<file path="src/rtl/vtl_pkg.sv">
// Package: shared types, constants and state codes for the vertex transform and lighting core
`default_nettype none
package vtl_pkg;

  localparam int FractionBits = 16;
  localparam int TableDepth   = 31;
  localparam int SlotMvp      = 0;
  localparam int SlotModel    = 16;
  localparam int SlotLdir     = 25;
  localparam int SlotLcol     = 28;
  localparam int AccWidth     = 72;

  localparam logic OP_LOAD   = 1'b0;
  localparam logic OP_VERTEX = 1'b1;

  typedef struct packed {
    logic               opcode;
    logic [4:0]         coef_index;
    logic signed [31:0] coef_value;
    logic signed [31:0] pos_x;
    logic signed [31:0] pos_y;
    logic signed [31:0] pos_z;
    logic signed [31:0] nrm_x;
    logic signed [31:0] nrm_y;
    logic signed [31:0] nrm_z;
  } cmd_t;

  typedef struct packed {
    logic signed [31:0] ndc_x;
    logic signed [31:0] ndc_y;
    logic signed [31:0] ndc_z;
    logic signed [31:0] world_nrm_x;
    logic signed [31:0] world_nrm_y;
    logic signed [31:0] world_nrm_z;
    logic signed [31:0] shade_r;
    logic signed [31:0] shade_g;
    logic signed [31:0] shade_b;
    logic               w_zero;
  } res_t;

  typedef enum logic [3:0] {
    ST_IDLE,
    ST_CLIP,
    ST_NRM,
    ST_DOT,
    ST_SHADE,
    ST_DIV_SETUP,
    ST_DIV_RUN,
    ST_DIV_DONE,
    ST_EMIT
  } state_t;

endpackage
`default_nettype wire

</file>
<file path="src/rtl/vtl_mac.sv">
// Module: shared multiply-accumulate unit with a registered product
`default_nettype none
module vtl_mac (
  input  wire                                   clk,
  input  wire                                   clr,
  input  wire                                   en,
  input  wire logic signed [31:0]               a,
  input  wire logic signed [31:0]               b,
  output logic signed [vtl_pkg::AccWidth-1:0]   acc
);
  localparam int W = vtl_pkg::AccWidth;
  logic signed [63:0] prod;

  always_ff @(posedge clk) begin
    prod <= a * b;
  end

  always_ff @(posedge clk) begin
    if (clr) begin
      acc <= '0;
    end else if (en) begin
      acc <= acc + W'(prod);
    end
  end
endmodule
`default_nettype wire

</file>
<file path="config.mk">
export PLATFORM = sky130hd
export DESIGN_NAME = vtl_mac
export DESIGN_NICKNAME = d
export VERILOG_FILES = /design/src/rtl/vtl_pkg.sv /design/src/rtl/vtl_mac.sv
export SDC_FILE = /design/constraint.sdc
export NUM_CORES = 2
export LEC_CHECK = 0
export BUFFER_PORTS_ARGS = -buffer_cell sky130_fd_sc_hd__buf_4
export CAP_MARGIN = 30
export CELL_PAD_IN_SITES_DETAIL_PLACEMENT = 1
export CELL_PAD_IN_SITES_GLOBAL_PLACEMENT = 2
export CORE_MARGIN = 1
export CORE_UTILIZATION = 46
export CTS_BUF_LIST = sky130_fd_sc_hd__clkbuf_8
export DETAILED_ROUTE_END_ITERATION = 10
export PLACE_DENSITY_LB_ADDON = 0.1
export SYNTH_ARGS = -nofsm -noshare
export SYNTH_HDL_FRONTEND = slang
export SYNTH_SLANG_ARGS = --single-unit
</file>
<file path="constraint.sdc">
create_clock -name clk -period 21.1 [get_ports clk]
set_clock_uncertainty 0.2 [all_clocks]
set_input_delay 1.055 -clock clk [delete_from_list [all_inputs] [get_ports clk]]
set_output_delay 1.055 -clock clk [all_outputs]
set_load 0.02 [all_outputs]
</file>
After elaboration in Yosys (flattened, before gate mapping)
Cells that the tools add are included.

cells by class
  add/subtract/negate cells = 1
  multipliers = 1

operator list
  kind                                            count
  72-bit by 64-bit adder with 72-bit output       1
  32-bit by 32-bit multiplier with 64-bit output  1

storage, ports and cells
  register bits after elaboration = 136
  bits of input ports = 67
  output and inout bits = 72
  word-level logic and storage cells = 4

Depth between registers and ports, before layout
  depth in word-level cells = 1
  depth in mapped cells = 29
  gate-level depth less buffers = 27

Worst setup path before layout
Ideal clock, no wire load.

  path kind = in2reg
  from = input port a[31]
  to = register prod[63]
  data arrival time = 8.234 ns
  required time = 20.760 ns
  setup slack = 12.526 ns
  stages on the path = 25
  path through = clkbuf_1 nand2_1 inv_1 fa_1 inv_1 fa_1 inv_1 fa_1 fa_1 inv_1 fa_1 inv_1 fa_1 inv_1 fa_1 inv_1 fa_1 ha_1 clkbuf_1 nand2_1 or4_1 o21a_1 o21ai_1 mux2i_1 o311ai_0

between the ends
  word-level cells in the longest chain between the ends = 1

ends and longest elaborated chain
  element                                         line           source
  start: declaration                              vtl_mac.sv:7   input wire logic signed [31:0] a,
  32-bit by 32-bit multiplier with 64-bit output  vtl_mac.sv:15  prod <= a * b;
  end signal: assignment                          vtl_mac.sv:15
  end: declaration                                vtl_mac.sv:12  logic signed [63:0] prod;

No other way between the ends.
A chain may end at the register's enable or synchronous reset.

Final worst setup path
  from = input port b[5]
  to = register prod[63]

between the ends
  word-level cells in the longest chain between the ends = 1

ends and longest elaborated chain
  element                                         line           source
  start: declaration                              vtl_mac.sv:8   input wire logic signed [31:0] b,
  32-bit by 32-bit multiplier with 64-bit output  vtl_mac.sv:15

No other way between the ends.

==> results by group <==
Finish
  • Area taken by multi-input logic gates: 0.0368 mm^2
  • N_diodes: 0
  • Reg area: 0.00272 mm^2
  • Layout cell share with drive strength beyond 1: 4.13%
  • Post-layout nets: 6142
  • Filler cells: 10900
  • P&R area growth vs syn: 4.71%

Outcome
  • Status: finished clean

Logic synthesis
  • Sequential area share after synthesis: 6.16%
  • Number of enable flip-flop cells after synthesis: 0
  • Simple-gate share of the synthesized area: 16.7%
  • Largest family of logic cells by synthesized area: adder cells
  • FF+latch count, synth: 136
  • Synth area leader: fa_1
  • Post-synth top flop: dfxtp_1
  • Complex-gate fraction of the synthesized area: 6.85%
  • Adder-cell area share of the yosys netlist: 56.3%
  • Ys Warns: 0
  • Area share of the largest cell type after synthesis: 49.0%
  • Mux contribution to synthesized area: 1.00%
  • Syn_area_per_cell: 9.14 um^2
  • Syn Std Cell Area: 0.0442 mm^2
  • Synth Area in XOR/XNOR: 2.42%
  • Largest cells by area after synthesis: fa_1 49%, inv_1 8.4%, and2_1 7.4%
  • Post-Syn Instances: 4836
  • Synth async-reset ratio: 0%
  • Syn_nets: 6241
  • Cell with the most instances after synthesis: fa_1
  • Commonest cells in the netlist: 1083 x fa_1, 989 x inv_1, 601 x nand2_1
  • Netlist cell types: 74

Clocking
  • Sink count of the clock tree: 136
  • CTS Buf Count: 17
  • CTS tree: built
  • CTS root buf: clkbuf_8
  • # H-tree levels: 4
  • Clock latency on the worst-skew pair: 490 ps
  • Post-CTS sizing: 0
  • Hold_buf cts: 0
  • CTS Buffer Depth: 2
  • CTS clk-pin slew, worst paths: 90 ps
  • Setup bufs post-CTS: 0

STA
  • Final number of hold-violating endpoints: 0
  • Slew HR: 45.6%
  • RSZ-0062 raised after global routing: no
  • Fin crit period: 8960 ps
  • Max Slew Vio Count: 0
  • Fmax: 0.112 GHz
  • Worst slew pin tran: 806 ps
  • Fin Setup TNS: 0 ps
  • Final Cycle Share: 42.5%
  • Final Setup Violations: 0

Route
  • WL per Instance: 21.4 um
  • DR vias/cell: 5.34
  • Initial DRC count: 1423
  • DRC errors left: 0
  • Pre-Repair DR Iteration Count: 5
  • Routed WL: 129000 um
  • Vias: 32100
  • DRT antenna net count: 0

Worst setup path
  • RR Startpoint: acc[0]
  • CP Launch Type: primary input
  • Crit end category: register
  • Worst Path Max Fanout: 32
  • Critical path launch point: b[5]
  • CP arrival: 9120 ps
  • Crit path kind: in2reg
  • CP required: 21260 ps

Global routing
  • Vias in the first global route: 36800
  • Initial antenna violation count: 2
  • GRT Util Overall: 27.4%
  • First-pass GRT wire length: 207000 um
  • GRT overflow: 0
  • Pin count of the biggest net entering global routing: 54

Floorplanning
  • Die height: 312 um
  • Die W: 312 um
  • I/O pins: 139
  • Die area: 0.0974 mm^2
  • Core region area: 0.0952 mm^2
  • Initial Utilization: 46.5%
  • Cell row count: 113

Placed design
  • I/O Buffers: 138
  • Final Wtd Congestion: 0.862
  • DP HPWL: 107000 um

Min path
  • Min-delay src: acc[71]
  • Hold Path Class: reg2reg

Flow run
  • Max Cap Viol: 0
[state kept, by name, summed over array words and instances (netlist names)]
register and count:
acc 72, prod 64
[worst max-delay path, stage by stage]
cell and delay, ps:
buf_4 330, nand2_1 200, inv_1 130, fa_1 410, inv_1 270, fa_1 470, inv_1 220, fa_1 500
fa_1 850, inv_1 390, fa_1 600, inv_1 60, fa_1 530, inv_1 50, fa_1 460, fa_1 520
inv_1 50, ha_1 380, nand2_1 130, or4_1 540, o21a_1 230, o21ai_1 350, mux2i_1 230, o311ai_0 130
[final timing paths]
kind         endpoint  slack [ps]  cells past startpoint
min reg2reg   acc[71]         280                      2
min           acc[71]         280                      2
max reg2reg   acc[58]       16920                     13
max          prod[63]       12140                     24
[per-layer routing]
metal	vias to the layer above	routed length [um]	global-route usage (%)	part of all wire [%]
li1	14300	-	-	-
met1	17100	53200	34.7	41
met2	530	68400	50.2	53
met3	179	3380	2.00	2.6
met4	2	3620	7.54	2.8
met5	-	9	0	0.0070
[logic make-up after synthesis]
family                   after synthesis
AO/OA/AOI/OAI                        473
XOR/XNOR                             122
adder cells (fa/ha/maj)             1338
buffers and inverters               1251
flip-flops                           136
multiplexers                          44
AND/OR/NAND/NOR                     1472
[layout by cell type (no fill, tap or decap), types with 8 or more instances in the layout]
master,netlist,final
nand3_1,45,45
dfxtp_1,136,136
o21a_1,17,17
o21bai_1,16,16
inv_1,989,991
o21ai_1,10,10
mux2i_1,41,41
ha_1,255,255
o31ai_1,8,8
and3_1,25,25
a211oi_1,19,19
buf_4,0,142
o22ai_1,8,8
o211ai_1,14,14
nand4_1,26,26
clkbuf_8,0,18
o21ai_0,80,80
fa_1,1083,1083
nor2_1,117,117
a31oi_1,16,16
nor2b_1,44,44
a21o_1,54,54
nand2_1,601,601
xor2_1,50,50
xnor2_1,72,72
nand2b_1,20,20
a21oi_1,159,159
and2_1,525,525
nor3_1,34,34
[metrics by stage]
stage          worst slack, ps  area [um^2]  hold WS (ps)  instances  utilization [%]
3_3_place_gp             11720        45900           271       5982             48.2
3_5_place_dp             11480        45900           275       5983             48.2
2_1_floorplan            12530        44200           343       4836                -
4_1_cts                  12040        46300           289       6015             48.7
5_1_grt                  11660        46300           320       6015             48.7
6_report                 12140        46300           285       6015             48.7
[area by class of cell]
cell class | instances | area share, %
well taps | 1265 | 3.42
clock buffers | 18 | 0.535
inverters | 990 | 8.03
flip-flops and latches | 136 | 5.88
repair buffers | 143 | 2.36
clock inverters | 14 | 0.341
multi-input cells | 3449 | 79.4
Power is not shown: default switching activity piles up to over one toggle a cycle in this logic, so the estimate is an artifact.
