<file path="config.mk">
export PLATFORM = sky130hd
export DESIGN_NAME = vtl_div
export DESIGN_NICKNAME = d
export VERILOG_FILES = /design/src/rtl/vtl_pkg.sv /design/src/rtl/vtl_div.sv
export SDC_FILE = /design/constraint.sdc
export NUM_CORES = 1
export LEC_CHECK = 0
export ABC_AREA = 1
export BUFFER_PORTS_ARGS = -buffer_cell sky130_fd_sc_hd__buf_4
export CAP_MARGIN = 20
export CORE_ASPECT_RATIO = 1.4
export CORE_MARGIN = 3
export CORE_UTILIZATION = 55
export CTS_BUF_LIST = sky130_fd_sc_hd__clkbuf_4 sky130_fd_sc_hd__clkbuf_8
export CTS_CLUSTER_DIAMETER = 150
export DETAILED_ROUTE_END_ITERATION = 6
export MAX_ROUTING_LAYER = met4
export PLACE_DENSITY = 0.71
export SYNTH_ARGS = -nofsm -noshare
export SYNTH_HDL_FRONTEND = slang
export SYNTH_SLANG_ARGS = --single-unit
</file>
<file path="constraint.sdc">
create_clock -name clk -period 31.1 [get_ports clk]
set_clock_uncertainty 0.1 [all_clocks]
set_input_delay 0 -clock clk [delete_from_list [all_inputs] [get_ports clk]]
set_output_delay 0 -clock clk [all_outputs]
set_load 0.05 [all_outputs]
</file>
<file path="src/rtl/vtl_pkg.sv">
// Package: shared types, constants and state codes for the vertex transform and lighting core
`default_nettype none
package vtl_pkg;

  localparam int FractionBits = 16;
  localparam int TableDepth   = 31;
  localparam int SlotMvp      = 0;
  localparam int SlotModel    = 16;
  localparam int SlotLdir     = 25;
  localparam int SlotLcol     = 28;
  localparam int AccWidth     = 72;

  localparam logic OP_LOAD   = 1'b0;
  localparam logic OP_VERTEX = 1'b1;

  typedef struct packed {
    logic               opcode;
    logic [4:0]         coef_index;
    logic signed [31:0] coef_value;
    logic signed [31:0] pos_x;
    logic signed [31:0] pos_y;
    logic signed [31:0] pos_z;
    logic signed [31:0] nrm_x;
    logic signed [31:0] nrm_y;
    logic signed [31:0] nrm_z;
  } cmd_t;

  typedef struct packed {
    logic signed [31:0] ndc_x;
    logic signed [31:0] ndc_y;
    logic signed [31:0] ndc_z;
    logic signed [31:0] world_nrm_x;
    logic signed [31:0] world_nrm_y;
    logic signed [31:0] world_nrm_z;
    logic signed [31:0] shade_r;
    logic signed [31:0] shade_g;
    logic signed [31:0] shade_b;
    logic               w_zero;
  } res_t;

  typedef enum logic [3:0] {
    ST_IDLE,
    ST_CLIP,
    ST_NRM,
    ST_DOT,
    ST_SHADE,
    ST_DIV_SETUP,
    ST_DIV_RUN,
    ST_DIV_DONE,
    ST_EMIT
  } state_t;

endpackage
`default_nettype wire

</file>
<file path="src/rtl/vtl_div.sv">
// Module: bit-serial fixed-point divider with truncation and saturation
`default_nettype none
module vtl_div #(
  parameter int FRACTION_BITS = vtl_pkg::FractionBits
) (
  input  wire                                  clk,
  input  wire                                  rst,
  input  wire                                  start,
  input  wire logic signed [vtl_pkg::AccWidth-1:0] num,
  input  wire logic signed [vtl_pkg::AccWidth-1:0] den,
  output logic                                 busy,
  output logic                                 done,
  output logic signed [31:0]                   quot
);
  localparam int W  = vtl_pkg::AccWidth;
  localparam int NB = W + FRACTION_BITS;
  localparam int CW = $clog2(NB + 1);

  logic [NB-1:0]  n;
  logic [W:0]     rem;
  logic [W-1:0]   d;
  logic [NB-1:0]  q;
  logic [CW-1:0]  cnt;
  logic           neg;
  logic           zero_den;
  logic           num_pos;
  logic           num_zero;
  logic [W:0]     rem_sh;
  logic [W:0]     rem_sub;
  logic [NB-FRACTION_BITS-1:0] ip;
  logic [NB-1:0]  mag;

  assign rem_sh  = {rem[W-1:0], n[NB-1]};
  assign rem_sub = rem_sh - {1'b0, d};

  always_ff @(posedge clk) begin
    if (rst) begin
      busy <= 1'b0;
      done <= 1'b0;
    end else begin
      done <= 1'b0;
      if (start) begin
        busy     <= 1'b1;
        neg      <= num[W-1] ^ den[W-1];
        zero_den <= (den == '0);
        num_pos  <= !num[W-1] && (num != '0);
        num_zero <= (num == '0);
        n        <= {(num[W-1] ? W'(-num) : W'(num)), {FRACTION_BITS{1'b0}}};
        d        <= den[W-1] ? W'(-den) : W'(den);
        rem      <= '0;
        q        <= '0;
        cnt      <= CW'(NB);
      end else if (busy) begin
        if (!rem_sub[W]) begin
          rem <= rem_sub;
          q   <= {q[NB-2:0], 1'b1};
        end else begin
          rem <= rem_sh;
          q   <= {q[NB-2:0], 1'b0};
        end
        n   <= {n[NB-2:0], 1'b0};
        cnt <= cnt - 1'b1;
        if (cnt == CW'(1)) begin
          busy <= 1'b0;
          done <= 1'b1;
        end
      end
    end
  end

  assign ip  = q[NB-1:FRACTION_BITS];
  assign mag = q;

  always_comb begin
    if (zero_den) begin
      quot = num_pos ? 32'sh7fffffff : (num_zero ? 32'sd0 : 32'sh80000000);
    end else if (ip >= (NB-FRACTION_BITS)'(64'd1 << (32 - FRACTION_BITS))) begin
      quot = neg ? 32'sh80000000 : 32'sh7fffffff;
    end else if (neg) begin
      quot = (mag > NB'(64'h80000000)) ? 32'sh80000000 : 32'(-mag);
    end else begin
      quot = (mag > NB'(64'h7fffffff)) ? 32'sh7fffffff : 32'(mag);
    end
  end

`ifndef SYNTHESIS
  a_done_after_busy: assert property (@(posedge clk) disable iff (rst)
    done |-> $past(busy)) else $error("done without run");
  a_no_start_busy: assert property (@(posedge clk) disable iff (rst)
    busy |-> !start) else $error("start while busy");
  a_done_pulse: assert property (@(posedge clk) disable iff (rst)
    done |=> !done) else $error("done held");
`endif
endmodule
`default_nettype wire

</file>
# After elaboration in Yosys (flattened, before gate mapping)
# Index checks and enable logic that the tools add are counted.
# classes
n_addsub	5
mul	0
div	0
n_lt_le_gt_ge	3
n_eq_ne	1
shift	0
mux	21
n_bitwise	3
reduce_logical	9
# ops
operator	n
88-bit two-way mux	3
32-bit two-way mux	8
72-bit two-way mux	3
72-bit logical NOT	2
72-bit negation	2
88-bit by 31-bit greater-than comparator with 1-bit output, second input constant	1
88-bit by 32-bit greater-than comparator with 1-bit output, second input constant	1
73-bit by 72-bit subtractor with 73-bit output	1
72-bit by 17-bit greater-or-equal comparator with 1-bit output, second input constant	1
72-bit nonzero test	1
71-bit two-way mux	1
32-bit negation	1
7-bit by 1-bit == test with 1-bit output, second input constant	1
7-bit two-way mux	1
7-bit by 1-bit subtractor with 7-bit output, second input constant	1
1-bit two-way mux	5
2-bit AND reduction	2
3-bit OR reduction	1
1-bit NOT	2
2-bit nonzero test	1
1-bit logical AND	1
1-bit logical NOT	1
1-bit bitwise XOR	1
# word_totals
ff_bits	332
latchBits	0
mem_bits_rw	0
rom_bits	0
inputBits	147
output_inout_bits	34
wordCells	55
memories	0

# Longest topological paths before layout
# Gate-level depths: netlist of the first run.
# logic_depth
ltp_word	5
mapped_depth	21
depth_no_buf	21

# Worst setup path after synthesis of the first run
# No wires, ideal clock.
# synth_timing
kind	reg2reg
from	register busy
to	register cnt[0], enable pin
setup_ns	0.923
arrival_ns	12.272
required_time_ns	30.077
slack_ns	17.805
stages_incl_launch_ff	3
path_buffers	0
synth_period_minus_slack_ns	13.295
cell_sequence	dfxtp_1 inv_1 a21oi_1
# synth_between
elab_chain_len	2
# synth_rtl
item	line_no	source
from (decl)	vtl_div.sv:11	output logic busy,
from (signal assigned)	vtl_div.sv:38	busy <= 1'b0;
from (signal assigned)	vtl_div.sv:43	busy <= 1'b1;
from (signal assigned)	vtl_div.sv:64	busy <= 1'b0;
2-bit nonzero test (no line)	--	
2-bit AND reduction (no line)	--	
to (signal assigned)	vtl_div.sv:52	cnt <= CW'(NB);
to (signal assigned)	vtl_div.sv:62	cnt <= cnt - 1'b1;
to (decl)	vtl_div.sv:23	logic [CW-1:0] cnt;
# Every way passes these cells.
# A chain may end at the register's enable or synchronous reset.

# Worst setup path after layout of the first run
# layout_timing
from	register q[0], in the netlist mag[0]
to	output quot[10]
# layout_between
elab_chain_len	5
elab_cells_between_ends	8
cone_classes	1 x add/sub; 2 x order compare; 5 x mux
# layout_rtl
item	line_no	source
from (decl)	vtl_div.sv:22	logic [NB-1:0] q;
from (signal assigned)	vtl_div.sv:56	q <= {q[NB-2:0], 1'b1};
from (signal assigned)	vtl_div.sv:59	q <= {q[NB-2:0], 1'b0};
88-bit by 31-bit greater-than comparator with 1-bit output (tied with other cells)	vtl_div.sv:82	quot = (mag > NB'(64'h7fffffff)) ? 32'sh7fffffff : 32'(mag);
32-bit two-way mux, on equally long branches	vtl_div.sv:82, vtl_div.sv:80	
32-bit two-way mux *	vtl_div.sv:79	end else if (neg) begin
32-bit two-way mux *	vtl_div.sv:77	end else if (ip >= (NB-FRACTION_BITS)'(64'd1 << (32 - FRACTION_BITS))) begin
32-bit two-way mux *	vtl_div.sv:75	if (zero_den) begin
to (decl)	vtl_div.sv:13	output logic signed [31:0] quot
# Every way passes the cells marked *; elsewhere a longest branch is shown, timed or not.

==> results.ini, run 1 <==
[route]
viasPerCell=5.39
first_iter_violations=2119
totalWireLength_mm=85.2
num_vias=25900
ant_nets=0
drtPass1Iterations=7
drc_errors=1
wl_per_cell_um=17.7

[clocking]
cts_resized=0
cts_root_buf=clkbuf_8
postCtsSetupBuffers=0
cts_hold_buf=265
clk_path_buf_depth=3
numCtsBuffers=53
cts.sink_count=317
cts_tree=yes
clk_pin_slew_ps=70
cts-htree-levels=2
insertion_delay_ps=640

[sta]
slew_headroom=0.328
fin_setup_tns_ps=0
clock.fmax_mhz=278
min_period_ps=3600
setup_viol=0
worst_slew_pin_slew_ps=999
slew_violations=0
fin_crit_sh=0.116
grt_setup_unrepaired=no
hold_viol=0

[placement]
port_buffers=180
place_hpwl_mm=62.6
gp_congestion=1.06

[global_route]
grt.total_usage=0.357
grt_pass1_wl_mm=134
grt_max_degree=85
first_global_vias=25900
antenna_found_initial=8
grt-ovfl-total=0

[pwr]
clockPowerShare=0.279
pwr-share-seq=0.387
switching_power_mw=0.501
intPower_mw=0.875
total_power_mw=1.38
ir_drop_mv=0.0443
switching_share=0.364
powerDensity_nw_per_um2=44.4
p_comb_frac=0.334
p_leak_nw=14.5

[flow_run]
drv_cap=0

[yosys]
async_flop_share=0
ys.flop_type=edfxtp_1
syn_area_per_cell_um2=6.82
synth_cell_type_count=51
synth_cells=3707
synthesis.area_um2=25300
synth_fp_nets=3932
yosys_warnings=0
synth-seq-cells=317
synth-seq-area-share=0.376
synth-edff-count=315

[critical_path]
cp_max_fo=32
end_kind=primary output
arrival_ps=3500
required_ps=31000
crit_type=reg -> out
cp-start-kind=register

[final_layout]
layout-drive-gt1-share=0.0810
syn_to_final_growth_pct=22.4
nNetsFinal=4366
fillCellCount=4030

[min_path]
hold_path.class=in -> reg

[floorplan]
core_region_area_um2=45200
die_area_um2=48600
initial_core_util=0.559
num_rows=92
die_h_um=260
io_pins=181
die_x_um=187

[status]
violations=DRC
status=finished with violations

path summary, 6_finish.rpt:
path | start | endpoint | slack, ps | cells past startpoint
hold reg to reg | n[56]$_DFFE_PP_ | n[57]$_DFFE_PP_ | 430 | 2
setup reg to reg | n[87]$_DFFE_PP_ | rem[3]$_SDFFCE_PP0P_ | 27660 | 18
hold / removal | rst | done$_SDFF_PP0_ | 70 | 3
setup / recovery | mag[0]$_SDFFCE_PP0P_ | quot[10] | 27500 | 13
final cells by class:
cell class                 count  area, µm²  area share
inverter                     643       2420      0.0781
tap                          611        764      0.0247
sequential                   317       9500       0.307
multi-input combinational   2665      13000       0.421
clock inverter                36        256     0.00829
timing repair buffer         461       4170       0.135
clock buffer                  62        797      0.0258
antenna                        8       20.0    0.000647
synthesized netlist by cell type (45+ instances only):
cell type / instances / area, µm²
a21oi_1: 124 / 621
xor2_1: 154 / 1350
edfxtp_1: 315 / 9460
inv_1: 636 / 2390
nor2_1: 647 / 2430
nand3_1: 183 / 916
clkbuf_1: 56 / 210
nor3_1: 45 / 225
ha_1: 77 / 963
o21ai_0: 146 / 731
nand2_1: 1005 / 3770
nand4_1: 72 / 450
flip-flops by register name (all words and copies together), names as in the netlist:
name and cells:
num_pos 1, done 1, busy 1, zero_den 1
num_zero 1, rem 72, neg 1, mag 88
d 72, cnt 7, n 72
layout by cell type, fill, tap and decap left out, types with 72 or more instances in the layout:
cell type      instances
xor2_1               154
o21ai_0              146
inv_1                635
buf_4                193
edfxtp_1             315
nand2_1             1005
nand3_1              183
a21oi_1              123
nor2_1               645
ha_1                  77
nand4_1               72
dlygate4sd3_1        265
power by group through the flow:
stage | clock [mW] | sequential, mW | combinational [mW]
finish | 0.384 | 0.532 | 0.459
global route | 0.410 | 0.536 | 0.508
CTS | 0.388 | 0.532 | 0.448
detailed placement | 0 | 0.540 | 0.413
global placement | 0 | 0.540 | 0.410
floorplan | 0 | 0.545 | 0.291
metrics by stage:
| stage | util | instances | setup slack [ps] | area [µm²] | hold slack, ps |
|---|---|---|---|---|---|
| global route | 0.684 | 4803 | 27250 | 31000 | 53.9 |
| floorplan | - | 3707 | 17810 | 25300 | -21.4 |
| CTS | 0.683 | 4793 | 27280 | 30900 | 25.7 |
| global placement | 0.600 | 4429 | 27150 | 27200 | 119 |
| detailed placement | 0.601 | 4430 | 27090 | 27200 | 118 |
| finish | 0.684 | 4803 | 27500 | 31000 | 73.3 |
cell families (layout without fill, tap and decap cells):
family | count (synthesis) | count (layout) | synth area share
AO/OA/AOI/OAI | 341 | 341 | 0.0734
flip-flops | 317 | 317 | 0.376
other | 0 | 8 | 0
adder cells (fa/ha/maj) | 78 | 78 | 0.0389
AND/OR/NAND/NOR | 2070 | 2070 | 0.341
buffers and inverters | 725 | 1202 | 0.110
XOR/XNOR | 176 | 176 | 0.0609
worst max-delay path: stages, from the launching register on:
cell and delay, ps:
edfxtp_1 450, inv_1 120, ha_1 180, nand2_1 60, nor2_1 250, nand2_1 120, inv_1 110, nand3b_1 220
nand3b_1 250, o21ai_2 130, buf_4 350, nand3b_1 120, a21oi_1 240, buf_4 250
routing by layer:
| metal | track usage | routed length (µm) | up-vias |
|---|---|---|---|
| met5 | - | 0 | - |
| met4 | 0.206 | 5880 | 0 |
| met3 | 0.0384 | 4320 | 318 |
| met2 | 0.638 | 43300 | 998 |
| met1 | 0.385 | 31700 | 11900 |
| li1 | - | - | 12600 |
(Power assumes the default switching activity.)
==> run 2, diff against run 1 <==
- clock period: 31.1 -> 3.4 ns (I/O delays scaled with it)
==> results.ini, run 2 (same netlist as run 1, synthesis figures left out) <==
[placement]
port_buffers=180  ; unchanged
place_hpwl_mm=63.2  ; +0.95%
gp_congestion=1.10  ; +3.0%

[route]
viasPerCell=5.35  ; -0.79%
drtPass1Iterations=7  ; unchanged
drc_errors=2  ; +1
wl_per_cell_um=17.6  ; -1.1%
ant_nets=0  ; unchanged
first_iter_violations=2271  ; +7.2%
num_vias=25700  ; -0.85%
totalWireLength_mm=84.3  ; -1.1%

[min_path]
holdCritStartpoint=num[71]
holdPathEnd=n[36]$_DFFE_PP_
holdPathStages=5  ; +2
hold_path.class=in -> reg

[floorplan]
initial_core_util=0.559  ; unchanged
die_area_um2=48600  ; unchanged
io_pins=181  ; unchanged
num_rows=92  ; unchanged
core_region_area_um2=45200  ; unchanged
die_h_um=260  ; unchanged
die_x_um=187  ; unchanged

[final_layout]
nNetsFinal=4357  ; -0.21%
final_common_cell=nand2_1
layout-drive-gt1-share=0.0939  ; +0.0129
final_cell_mix=nand2_1 (1,002), nor2_1 (638), inv_1 (631), edfxtp_1 (315), dlygate4sd3_1 (229)
syn_to_final_growth_pct=23.4
largest_reg_flops=88  ; unchanged

[pwr]
p_leak_nw=14.6  ; +0.88%
ir_drop_mv=0.438  ; +890%
powerDensity_nw_per_um2=416  ; +840%
total_power_mw=13.0  ; +840%

[critical_path]
reg2reg_setup_slack_ps=240  ; -27,420 ps
end_kind=register
cp_max_fo=7  ; -78%
worstPathCellList=dlygate4sd3_1, buf_4, inv_1, nand4_1, nor3_4, nand3_1, nor2_2, nand2_1, nor2_4, nand4_1, nand2_1, nand2_1, dlygate4sd3_1, nand2_1, dlygate4sd3_1
critPathBufInv=5  ; +1
required_ps=3770  ; -27,230 ps
cp-start-kind=primary input
cpMostUsedCell=nand2_1
slowest_delay_ps=570  ; +120 ps
crit_family=buffers and inverters
crit-reg2reg-launch=n[87]$_DFFE_PP_
r2r_end=rem[12]$_SDFFCE_PP0P_
arrival_ps=3700  ; +200 ps
cp_slowest_cell=dlygate4sd3_1
crit_type=in -> reg
reg2reg_depth=19  ; +1

[clocking]
cts_root_buf=clkbuf_8
cts_tree=yes
numCtsBuffers=52  ; -1.9%
cts.sink_count=317  ; unchanged
clk_path_buf_depth=3  ; unchanged
clk_pin_slew_ps=60  ; about the same
insertion_delay_ps=660  ; +20 ps
cts-htree-levels=2  ; unchanged

[sta]
setup_viol=0  ; unchanged
worst_slew_pin_slew_ps=1020  ; +24.6 ps
fin_crit_sh=0.980
slew_headroom=0.311  ; -0.0166
fin_setup_tns_ps=0  ; unchanged
slew_violations=0  ; unchanged
clock.fmax_mhz=300
min_period_ps=3330
grt_setup_unrepaired=yes
hold_viol=0  ; unchanged

[status]
status=finished with violations
violations=DRC

[global_route]
grt-ovfl-total=0  ; unchanged
grt.total_usage=0.350  ; -0.00711
antenna_found_initial=14  ; +6
first_global_vias=25100  ; -3.1%
grt_pass1_wl_mm=131  ; -2.4%
grt_max_degree=94  ; +11%

[flow_run]
drv_cap=0  ; unchanged

[run 2: routing by layer]
metal  share of wire  GRT usage
met5               0          -
met1            0.38      0.392
met4           0.068      0.200
met3           0.053     0.0395
met2            0.50      0.608
[run 2: how the worst max path moves through the flow]
stage                                    start                    end  slack, ps  cells after the start
final                                   den[2]        d[69]$_DFFE_PP_         70                     15
after CTS                 mag[0]$_SDFFCE_PP0P_               quot[14]         20                     13
after detailed placement       n[87]$_DFFE_PP_  rem[16]$_SDFFCE_PP0P_        270                     19
after floorplan                busy$_SDFF_PP0_   cnt[0]$_SDFFCE_PP0P_      -1670                      2
after global placement         n[87]$_DFFE_PP_  rem[30]$_SDFFCE_PP0P_        370                     19
after global routing                    den[3]        d[69]$_DFFE_PP_        -70                     15
[run 2: area by class of cell]
| class | count | area (µm²) |
|---|---|---|
| antenna | 14 | 35.0 |
| clock buffer | 69 | 843 |
| clock inverter | 28 | 345 |
| fill | 3915 | 14000 |
| inverter | 643 | 2420 |
| multi-input combinational | 2665 | 13100 |
| sequential | 317 | 9500 |
| tap | 611 | 764 |
| timing repair buffer | 453 | 4190 |
[run 2: where the power goes]
| part | switching [mW] | leakage, nW | internal [mW] |
|---|---|---|---|
| logic | 2.72 | 10.9 | 1.48 |
| clock network | 1.66 | 0.618 | 2.24 |
| registers | 0.149 | 3.04 | 4.72 |
| total | 4.53 | 14.6 | 8.45 |
[run 2: stage by stage]
step,setup slack (ps),hold slack (ps),instance area [µm²],std cells,util
2_1_floorplan,-1670,-22.2,25300,3707,-
3_3_place_gp,370,111,27500,4454,0.608
3_5_place_dp,274,112,27500,4454,0.608
4_1_cts,18.3,14.7,31000,4780,0.685
5_1_grt,-71.6,81.3,31200,4800,0.690
6_report,69.5,56.3,31200,4800,0.690
[run 2: worst reg2reg max path: cells and delay by family, from the launching register on]
family | cells | cell delay, ps
and+or+nand+nor | 14 | 1470
buffers and inverters | 3 | 400
adders and majority gates | 2 | 540
DFF | 1 | 410
[run 2: timing repair]
item                                    in CTS  in global routing
hold buffers                               229                  0
endpoints found under the setup margin       0                 37
hold endpoints to repair                   401                  0
buffers inserted                             0                  4
gates resized for setup                      0                 28
